--- config.mk ---
export PLATFORM = sky130hd
export DESIGN_NAME = hall_bus_scan_debounce_latch_core
export DESIGN_NICKNAME = d
export VERILOG_FILES = /design/src/design/hbsdl_pkg.sv /design/src/design/hbsdl_bus.sv /design/src/design/hall_bus_scan_debounce_latch_core.sv
export SDC_FILE = /design/constraint.sdc
export NUM_CORES = 1
export LEC_CHECK = 0
export BUFFER_PORTS_ARGS = -buffer_cell sky130_fd_sc_hd__buf_2
export CORE_ASPECT_RATIO = 0.7
export CORE_UTILIZATION = 50
export CTS_BUF_LIST = sky130_fd_sc_hd__clkbuf_4 sky130_fd_sc_hd__clkbuf_8
export DETAILED_ROUTE_END_ITERATION = 10
export PLACE_DENSITY = 0.68
export SYNTH_ARGS = -nofsm -noshare
export SYNTH_HDL_FRONTEND = slang
export SYNTH_SLANG_ARGS = --single-unit
--- constraint.sdc ---
create_clock -name i_clk -period 4.3 [get_ports i_clk]
set_input_delay 0.215 -clock i_clk [delete_from_list [all_inputs] [get_ports i_clk]]
set_output_delay 0.215 -clock i_clk [all_outputs]
set_load 0.05 [all_outputs]
--- src/design/hbsdl_pkg.sv ---
// Shared types and constants for the hall bus scan, debounce and latch block.
// Depends on nothing; every other file in the design imports it.
package hbsdl_pkg;

    localparam int SAMPLE_BITS    = 12;
    localparam int THRESH_W       = SAMPLE_BITS + 1;
    localparam int EXIST_W        = 8;
    localparam int ACTIVE_W       = 7;
    localparam int TALLY_W        = 16;
    localparam int COUNT_W        = 4;
    localparam int CFG_IDX_W      = 3;
    localparam int CFG_DATA_W     = 12;
    localparam int DEVICE_SLOTS_D = 8;

    localparam logic [SAMPLE_BITS-1:0] QOFFSET_RST   = 12'd1024;
    localparam logic [SAMPLE_BITS-1:0] FAULT_HI_RST  = 12'd3755;
    localparam logic [SAMPLE_BITS-1:0] FAULT_LO_RST  = 12'd341;
    localparam logic [COUNT_W-1:0]     DEBOUNCE_RST  = 4'd3;
    localparam logic [ACTIVE_W-1:0]    LATCH_MSK_RST = 7'h7F;
    localparam logic [TALLY_W-1:0]     TALLY_SETTLED = 16'd1000;
    localparam logic [TALLY_W-1:0]     TALLY_MAX     = 16'hFFFF;

    localparam logic [CFG_IDX_W-1:0] CFG_QUIESCENT_OFFSET = 3'd0;
    localparam logic [CFG_IDX_W-1:0] CFG_FAULT_HIGH_LIMIT = 3'd1;
    localparam logic [CFG_IDX_W-1:0] CFG_FAULT_LOW_LIMIT  = 3'd2;
    localparam logic [CFG_IDX_W-1:0] CFG_DEBOUNCE_SCANS   = 3'd3;
    localparam logic [CFG_IDX_W-1:0] CFG_ASSERT_MASK_A    = 3'd4;
    localparam logic [CFG_IDX_W-1:0] CFG_ASSERT_MASK_B    = 3'd5;
    localparam logic [CFG_IDX_W-1:0] CFG_LATCH_MASK       = 3'd6;

    typedef struct packed {
        logic [SAMPLE_BITS-1:0] sample_a;
        logic [SAMPLE_BITS-1:0] sample_b;
    } t_scan_in;

    typedef struct packed {
        logic                 bus_reset_pin;
        logic                 bus_address_pin;
        logic [EXIST_W-1:0]   exist_a;
        logic [ACTIVE_W-1:0]  active_a;
        logic [ACTIVE_W-1:0]  latch_a;
        logic                 event_a;
        logic [EXIST_W-1:0]   exist_b;
        logic [ACTIVE_W-1:0]  active_b;
        logic [ACTIVE_W-1:0]  latch_b;
        logic                 event_b;
        logic [TALLY_W-1:0]   change_tally_a;
        logic [TALLY_W-1:0]   change_tally_b;
    } t_scan_out;

    typedef struct packed {
        logic                quiescent;
        logic                exist_step;
        logic                active_step;
        logic                settle;
        logic [EXIST_W-1:0]  slot_exist;
        logic [ACTIVE_W-1:0] slot_active;
    } t_scan_ctl;

    typedef struct packed {
        logic [SAMPLE_BITS-1:0] quiescent_offset;
        logic [SAMPLE_BITS-1:0] fault_high_limit;
        logic [SAMPLE_BITS-1:0] fault_low_limit;
        logic [COUNT_W-1:0]     debounce_scans;
        logic [ACTIVE_W-1:0]    assert_mask;
        logic [ACTIVE_W-1:0]    latch_mask;
    } t_bus_cfg;

    typedef struct packed {
        logic [EXIST_W-1:0]  exist;
        logic [ACTIVE_W-1:0] active;
        logic [ACTIVE_W-1:0] latch;
        logic                event_flag;
        logic [TALLY_W-1:0]  tally;
    } t_bus_out;

endpackage

--- src/design/hbsdl_bus.sv ---
// One hall bus: threshold capture, pattern build, debounce, publish and latch.
// Depends on hbsdl_pkg; instanced once per bus by the top level.
module hbsdl_bus (
    input  logic                            i_clk,
    input  logic                            i_rst_n,
    input  logic                            i_accept,
    input  hbsdl_pkg::t_scan_ctl            i_ctl,
    input  hbsdl_pkg::t_bus_cfg             i_cfg,
    input  logic [hbsdl_pkg::SAMPLE_BITS-1:0] i_sample,
    output hbsdl_pkg::t_bus_out             o_bus
);
    import hbsdl_pkg::*;

    logic [THRESH_W-1:0] r_thresh, n_thresh;
    logic [EXIST_W-1:0]  r_scan_exist, n_scan_exist, r_prev_exist, n_prev_exist;
    logic [EXIST_W-1:0]  r_pub_exist, n_pub_exist;
    logic [ACTIVE_W-1:0] r_scan_active, n_scan_active, r_prev_active, n_prev_active;
    logic [ACTIVE_W-1:0] r_pub_active, n_pub_active, r_prev_latch, n_prev_latch;
    logic [ACTIVE_W-1:0] r_latch, n_latch;
    logic [COUNT_W-1:0]  r_count, n_count;
    logic [TALLY_W-1:0]  r_tally, n_tally;
    logic                r_event, n_event;

    logic                hit;
    logic                differs;
    logic                same_prev;
    logic [ACTIVE_W-1:0] fresh;
    logic [ACTIVE_W-1:0] fresh_latch;

    assign hit = {1'b0, i_sample} > r_thresh;

    always_comb begin
        n_thresh      = r_thresh;
        n_scan_exist  = r_scan_exist;
        n_scan_active = r_scan_active;
        n_prev_exist  = r_prev_exist;
        n_prev_active = r_prev_active;
        n_pub_exist   = r_pub_exist;
        n_pub_active  = r_pub_active;
        n_prev_latch  = r_prev_latch;
        n_latch       = r_latch;
        n_count       = r_count;
        n_tally       = r_tally;
        n_event       = 1'b0;
        fresh         = '0;
        fresh_latch   = '0;
        differs       = 1'b0;
        same_prev     = 1'b0;

        if (i_ctl.quiescent) begin
            n_scan_exist  = '0;
            n_scan_active = '0;
            n_thresh      = {1'b0, i_sample} + {1'b0, i_cfg.quiescent_offset};
            n_event       = (i_sample > i_cfg.fault_high_limit) ||
                            (i_sample < i_cfg.fault_low_limit);
        end
        if (i_ctl.exist_step && hit) begin
            n_scan_exist = r_scan_exist | i_ctl.slot_exist;
        end
        if (i_ctl.active_step && hit) begin
            n_scan_active = r_scan_active | i_ctl.slot_active;
        end

        if (i_ctl.settle) begin
            differs   = (n_scan_exist != r_pub_exist) || (n_scan_active != r_pub_active);
            same_prev = (n_scan_exist == r_prev_exist) && (n_scan_active == r_prev_active);
            if (differs) begin
                if (r_count == '0) begin
                    n_count = i_cfg.debounce_scans;
                    n_tally = r_tally + TALLY_W'(1);
                end else if (same_prev) begin
                    n_count = r_count - COUNT_W'(1);
                    if ((n_count == '0) && (r_tally != TALLY_MAX)) begin
                        n_tally = r_tally + TALLY_SETTLED;
                    end
                end else begin
                    n_count = i_cfg.debounce_scans;
                    n_tally = r_tally + TALLY_W'(1);
                end
                n_prev_exist  = n_scan_exist;
                n_prev_active = n_scan_active;
            end else begin
                n_count = '0;
            end
            if (n_count == '0) begin
                n_pub_exist  = n_scan_exist;
                n_pub_active = n_scan_active;
                fresh        = n_scan_active & ~r_prev_latch;
                fresh_latch  = fresh & i_cfg.latch_mask;
                if ((fresh & i_cfg.assert_mask) != '0) begin
                    n_event = 1'b1;
                end
                if (fresh_latch != '0) begin
                    n_latch = (r_latch != '0) ? '0 : fresh_latch;
                end
                n_prev_latch = n_scan_active & i_cfg.latch_mask;
            end
        end
    end

    always_ff @(posedge i_clk) begin
        if (!i_rst_n) begin
            r_thresh      <= '0;
            r_scan_exist  <= '0;
            r_scan_active <= '0;
            r_prev_exist  <= '0;
            r_prev_active <= '0;
            r_pub_exist   <= '0;
            r_pub_active  <= '0;
            r_prev_latch  <= '0;
            r_latch       <= '0;
            r_count       <= '0;
            r_tally       <= '0;
            r_event       <= 1'b0;
        end else if (i_accept) begin
            r_thresh      <= n_thresh;
            r_scan_exist  <= n_scan_exist;
            r_scan_active <= n_scan_active;
            r_prev_exist  <= n_prev_exist;
            r_prev_active <= n_prev_active;
            r_pub_exist   <= n_pub_exist;
            r_pub_active  <= n_pub_active;
            r_prev_latch  <= n_prev_latch;
            r_latch       <= n_latch;
            r_count       <= n_count;
            r_tally       <= n_tally;
            r_event       <= n_event;
        end
    end

    assign o_bus.exist      = r_pub_exist;
    assign o_bus.active     = r_pub_active;
    assign o_bus.latch      = r_latch;
    assign o_bus.event_flag = r_event;
    assign o_bus.tally      = r_tally;

endmodule

--- src/design/hall_bus_scan_debounce_latch_core.sv ---
// Top level: scan sequencer, configuration registers and result handshake.
// Depends on hbsdl_pkg and hbsdl_bus.
//
// Usage:
//   Input channel (i_in_valid / o_in_ready / i_in_data) takes one scan tick
//   word holding a converter sample from each of the two hall buses.
//   Output channel (o_out_valid / i_out_ready / o_out_data) gives exactly one
//   result word per tick: bus pin levels, published exist/active patterns,
//   latch states, event flags and change tallies for both buses.
//   Configuration channel (i_cfg_valid / o_cfg_ready / i_cfg_index /
//   i_cfg_data) writes one register per word; it is always ready and must
//   only be used while no result is pending.
//   A word's result is registered and shows in the cycle after it is taken.
//   Throughput is one word per cycle when not stalled; the whole step is one
//   pass of compare and bit logic into the state registers, which also hold
//   the result. A new word is taken while the held result is being taken in
//   the same cycle; while the receiver stalls the result holds and input is
//   refused. Reset clears the sequencer to step one, all per-bus state to
//   zero, and loads the configuration registers with their defaults.
module hall_bus_scan_debounce_latch_core #(
    parameter int DEVICE_SLOTS = hbsdl_pkg::DEVICE_SLOTS_D
) (
    input  logic                             i_clk,
    input  logic                             i_rst_n,
    input  logic                             i_in_valid,
    output logic                             o_in_ready,
    input  hbsdl_pkg::t_scan_in              i_in_data,
    output logic                             o_out_valid,
    input  logic                             i_out_ready,
    output hbsdl_pkg::t_scan_out             o_out_data,
    input  logic                             i_cfg_valid,
    output logic                             o_cfg_ready,
    input  logic [hbsdl_pkg::CFG_IDX_W-1:0]  i_cfg_index,
    input  logic [hbsdl_pkg::CFG_DATA_W-1:0] i_cfg_data
);
    import hbsdl_pkg::*;

    localparam int LAST_STEP = 2 * DEVICE_SLOTS + 2;
    localparam int STEP_W    = $clog2(LAST_STEP + 1);
    localparam logic [EXIST_W-1:0]  EXIST_MASK  = EXIST_W'((1 << DEVICE_SLOTS) - 1);
    localparam logic [ACTIVE_W-1:0] ACTIVE_MASK = ACTIVE_W'((1 << (DEVICE_SLOTS - 1)) - 1);

    logic [STEP_W-1:0]      r_step, n_step;
    logic [EXIST_W-1:0]     r_slot, n_slot;
    logic                   r_reset_line, n_reset_line;
    logic                   r_addr_line, n_addr_line;
    logic                   r_out_valid;

    logic [SAMPLE_BITS-1:0] r_qoffset, r_fault_hi, r_fault_lo;
    logic [COUNT_W-1:0]     r_debounce;
    logic [ACTIVE_W-1:0]    r_assert_a, r_assert_b, r_latch_mask;

    logic                   in_accept;
    logic                   cfg_accept;
    logic                   scan_step;
    t_scan_ctl              ctl;
    t_bus_cfg               cfg_a, cfg_b;
    t_bus_out               bus_a, bus_b;

    assign o_in_ready  = !r_out_valid || i_out_ready;
    assign in_accept   = i_in_valid && o_in_ready;
    assign o_cfg_ready = 1'b1;
    assign cfg_accept  = i_cfg_valid;

    assign scan_step = (r_step >= STEP_W'(4));

    always_comb begin
        ctl.quiescent   = (r_step == STEP_W'(3));
        ctl.exist_step  = scan_step && !r_step[0];
        ctl.active_step = scan_step && r_step[0];
        ctl.settle      = (r_step == STEP_W'(LAST_STEP));
        ctl.slot_exist  = r_slot & EXIST_MASK;
        ctl.slot_active = r_slot[ACTIVE_W-1:0] & ACTIVE_MASK;
    end

    always_comb begin
        n_reset_line = r_reset_line;
        n_addr_line  = r_addr_line;
        n_slot       = r_slot;
        n_step       = ctl.settle ? STEP_W'(1) : r_step + STEP_W'(1);
        if (r_step == STEP_W'(1)) begin
            n_reset_line = 1'b1;
        end else if (r_step == STEP_W'(2)) begin
            n_reset_line = 1'b0;
        end else if (ctl.quiescent) begin
            n_slot      = EXIST_W'(1);
            n_addr_line = 1'b0;
        end else if (ctl.exist_step) begin
            n_addr_line = 1'b1;
        end else if (ctl.active_step) begin
            n_slot      = r_slot << 1;
            n_addr_line = 1'b0;
        end
    end

    always_ff @(posedge i_clk) begin
        if (!i_rst_n) begin
            r_step       <= STEP_W'(1);
            r_slot       <= EXIST_W'(1);
            r_reset_line <= 1'b0;
            r_addr_line  <= 1'b0;
            r_out_valid  <= 1'b0;
        end else begin
            if (in_accept) begin
                r_step       <= n_step;
                r_slot       <= n_slot;
                r_reset_line <= n_reset_line;
                r_addr_line  <= n_addr_line;
                r_out_valid  <= 1'b1;
            end else if (i_out_ready) begin
                r_out_valid  <= 1'b0;
            end
        end
    end

    always_ff @(posedge i_clk) begin
        if (!i_rst_n) begin
            r_qoffset    <= QOFFSET_RST;
            r_fault_hi   <= FAULT_HI_RST;
            r_fault_lo   <= FAULT_LO_RST;
            r_debounce   <= DEBOUNCE_RST;
            r_assert_a   <= '0;
            r_assert_b   <= '0;
            r_latch_mask <= LATCH_MSK_RST;
        end else if (cfg_accept) begin
            unique case (i_cfg_index)
                CFG_QUIESCENT_OFFSET: r_qoffset    <= i_cfg_data[SAMPLE_BITS-1:0];
                CFG_FAULT_HIGH_LIMIT: r_fault_hi   <= i_cfg_data[SAMPLE_BITS-1:0];
                CFG_FAULT_LOW_LIMIT:  r_fault_lo   <= i_cfg_data[SAMPLE_BITS-1:0];
                CFG_DEBOUNCE_SCANS:   r_debounce   <= i_cfg_data[COUNT_W-1:0];
                CFG_ASSERT_MASK_A:    r_assert_a   <= i_cfg_data[ACTIVE_W-1:0];
                CFG_ASSERT_MASK_B:    r_assert_b   <= i_cfg_data[ACTIVE_W-1:0];
                CFG_LATCH_MASK:       r_latch_mask <= i_cfg_data[ACTIVE_W-1:0];
                default: ;
            endcase
        end
    end

    always_comb begin
        cfg_a.quiescent_offset = r_qoffset;
        cfg_a.fault_high_limit = r_fault_hi;
        cfg_a.fault_low_limit  = r_fault_lo;
        cfg_a.debounce_scans   = r_debounce;
        cfg_a.assert_mask      = r_assert_a;
        cfg_a.latch_mask       = r_latch_mask;
        cfg_b                  = cfg_a;
        cfg_b.assert_mask      = r_assert_b;
    end

    hbsdl_bus u_bus_a (
        .i_clk    (i_clk),
        .i_rst_n  (i_rst_n),
        .i_accept (in_accept),
        .i_ctl    (ctl),
        .i_cfg    (cfg_a),
        .i_sample (i_in_data.sample_a),
        .o_bus    (bus_a)
    );

    hbsdl_bus u_bus_b (
        .i_clk    (i_clk),
        .i_rst_n  (i_rst_n),
        .i_accept (in_accept),
        .i_ctl    (ctl),
        .i_cfg    (cfg_b),
        .i_sample (i_in_data.sample_b),
        .o_bus    (bus_b)
    );

    assign o_out_valid = r_out_valid;

    always_comb begin
        o_out_data.bus_reset_pin   = r_reset_line;
        o_out_data.bus_address_pin = r_addr_line;
        o_out_data.exist_a         = bus_a.exist;
        o_out_data.active_a        = bus_a.active;
        o_out_data.latch_a         = bus_a.latch;
        o_out_data.event_a         = bus_a.event_flag;
        o_out_data.exist_b         = bus_b.exist;
        o_out_data.active_b        = bus_b.active;
        o_out_data.latch_b         = bus_b.latch;
        o_out_data.event_b         = bus_b.event_flag;
        o_out_data.change_tally_a  = bus_a.tally;
        o_out_data.change_tally_b  = bus_b.tally;
    end

endmodule

==> run metrics <==
crit end category register; post-layout util 0.607; Core ar. about 31000 µm²; net count of the mapped netlist between 2000 and 2500; EDFF count, synth 0; mean post-synth cell area 7.93 µm²; Worst Path Arrival ~4700 ps; Max Cap Violations 0; gr usage total 0.350; FF-to-FF setup slack around 100 ps; largest net degree at the start of global routing 109; Final ANT Viol Nets 0; startpoint types register; ys async rst share 0; Synth-to-Final Area Change 19.3%; most common cell in the netlist nand2_1; LEAKAGE 7.90 nW; max_slew headroom 0.413; Initial Utilization 0.509; Filler Cells Inserted 2931; R2R cell count 14; min cycle time layout 4200 ps; I/O Buffers approximately 130; crit path max fanout 6; top cells by area, synth dfxtp_1, ha_1, nand2_1, nor2_1, mux2i_1; DIE AREA between 30000 and 40000 µm²; final setup fails 0; crit path capture u_bus_b.r_prev_latch[2]; Clock Tree Root clkbuf_8; Yosys top cell area share 0.331; Clk pin slew, worst setup/hold paths 60 ps; Pins Over Slew Limit 0; Fin Hold WS 47.6 ps; io pins 127; highest clock rate 238 MHz; nets 2370; Routed met1 length 28400 µm; DRT iter0 DRCs about 1900; Seq/Total Area, Yosys 0.331; critical path required time 4820 ps; Cells after Synth 2005; status finished, final reports clean; Via density slightly above 6; Setup Skew 26.3 ps; Top Layer Used met4; Setup crit start u_bus_b.r_thresh[9]; GP Congestion about 1.0; final hold viol count 0; worst hold path cell count 4; final WL about 60000 µm; worst min path class in2reg; Die X 215 µm; Synth Register Bits 263; H-tree levels 2; detailed-router iteration count before antenna repair 6; row cnt 54; power per cell area 317 nW/µm²; Reg-to-Reg End u_bus_b.r_prev_latch[2]; Via Count about 16000; Final WS setup 101 ps; Routed WL per cell 21.9 µm; hpwl dp 44200 µm; CTS buffer count 44; Yosys top cell by area dfxtp_1; period utilization 0.976; Crit Path Class reg2reg; drc violations 0; vias in the first global route roughly 14000; Min-Delay Startpoint i_in_data[12]; ys flop type dfxtp_1; Netlist cell types 87; met2 wire length 22200 µm; worst skew pair latency 610 ps; Final Power around 6.0 mW; met3 wire len 7160 µm; Post-synth top cells nand2_1, dfxtp_1, nor2_1; Remaining Overflow, GRT 0; pre-CTS setup slack about 13 ps; CTS tree built; Die Ht 151 µm; layout cell share with drive strength beyond 1 0.177; Worst Tran Pin Value 881 ps; largest buffer count on any clock path 3; initial antenna violation count 1; FF-to-FF Start u_bus_b.r_thresh[9]; yosys warns 0; first-pass GRT wire length 87300 µm; Cell Area, Synth 15900 µm²; maximum VDD drop about 0.00026 V; clock sink count 263
==> how the worst min path moves through the flow <==
stage                           end  slack [ps]
2_1_floorplan         r_fault_hi[0]         340
3_3_place_gp   u_bus_b.r_thresh[11]         440
3_5_place_dp    u_bus_b.r_thresh[8]         450
4_1_cts         u_bus_a.r_thresh[0]           9
5_1_grt         u_bus_a.r_thresh[0]          80
6_report        u_bus_a.r_thresh[0]          50
==> power by group <==
part	leakage [nW]	internal, mW	switching (mW)	total [mW]
clock	0.558	1.54	1.12	2.66
combinational	5.22	0.306	0.532	0.838
sequential	2.13	2.48	0.0303	2.51
==> worst max-delay path, stage by stage (launching register included) <==
cell      delay [ps]
dfxtp_2          330
inv_2             50
ha_1             260
nand4b_1         190
buf_6            200
a311o_2          450
a21oi_4          280
nand2_2           90
a32o_2           310
a2111o_1         490
or4_4            540
a31oi_4          310
buf_6            170
mux2_2           330
nor2_1           110
==> cells by family (layout without fill, tap and decap cells) <==
| family | after synthesis | in the layout | synth area share |
|---|---|---|---|
| flops | 263 | 263 | 0.331 |
| simple gates | 789 | 789 | 0.234 |
| other cells | 1 | 2 | 0.000236 |
| compound gates | 502 | 502 | 0.215 |
| mux | 84 | 84 | 0.0535 |
| xor+xnor | 41 | 41 | 0.0226 |
| buf+inv | 217 | 466 | 0.0579 |
| fa+ha+maj | 108 | 108 | 0.0860 |
==> state kept, by name, summed over array words and instances (netlist names), 8 cells and up <==
signal / flops
u_bus_a.r_scan_exist: 8
u_bus_b.r_scan_exist: 8
u_bus_b.r_prev_exist: 8
u_bus_a.r_pub_exist: 8
r_slot: 8
r_fault_lo: 12
r_qoffset: 12
u_bus_a.r_prev_exist: 8
u_bus_a.r_tally: 16
u_bus_b.r_thresh: 13
u_bus_a.r_thresh: 13
u_bus_b.r_pub_exist: 8
r_fault_hi: 12
u_bus_b.r_tally: 16
==> final cells by class <==
cell class                 instances  area [µm²]  area share
antenna                            1        2.50    0.000132
clock buffer                      67         866      0.0457
clock inverter                    15         190      0.0100
inverter                         119         452      0.0238
multi-input combinational       1525        9840       0.519
sequential                       263        5270       0.278
tap                              420         526      0.0277
timing repair buffer             265        1810      0.0956
==> placed cells by master, fill, tap and decap left out, drive strengths merged, types with 9 or more instances in the layout <==
master,instances
a21o,26
nand3,66
nor2b,26
nor3,40
and3,25
dfxtp,263
o211ai,18
ha,106
mux2i,76
nand2,280
a22oi,27
buf,248
a21oi,136
a31oi,14
o21a,9
nand4,23
a21boi,15
or3,19
xor2,19
a31o,12
clkbuf,67
o22ai,35
nand2b,25
dlygate4sd3,17
nor4,17
a211oi,31
xnor2,22
nor2,212
a2111oi,12
inv,121
o21ai,72
==> metrics by stage <==
step | TNS, ps | std cells | instance area (µm²)
floorplan | 0 | 2005 | 15900
global placement | 0 | 2562 | 17500
detailed placement | 0 | 2562 | 17500
CTS | 0 | 2661 | 18700
global route | -140 | 2674 | 19000
finish | 0 | 2675 | 19000
==> per-layer routing <==
layer  vias up  GRT usage
met5         -          0
met4         0     0.0720
met3        63      0.107
met2       785      0.459
met1      7793      0.542
li1       7629          -
==> timing repair <==
action / CTS / global route
endpoints found under the hold margin: 48 / 0
pin swaps: 1 / 16
setup endpoints to repair: 2 / 80
setup buffers: 0 / 13
gates cloned: 0 / 1
hold buffers: 17 / 0
gates resized for setup: 0 / 34
(Power assumes the default switching activity.)
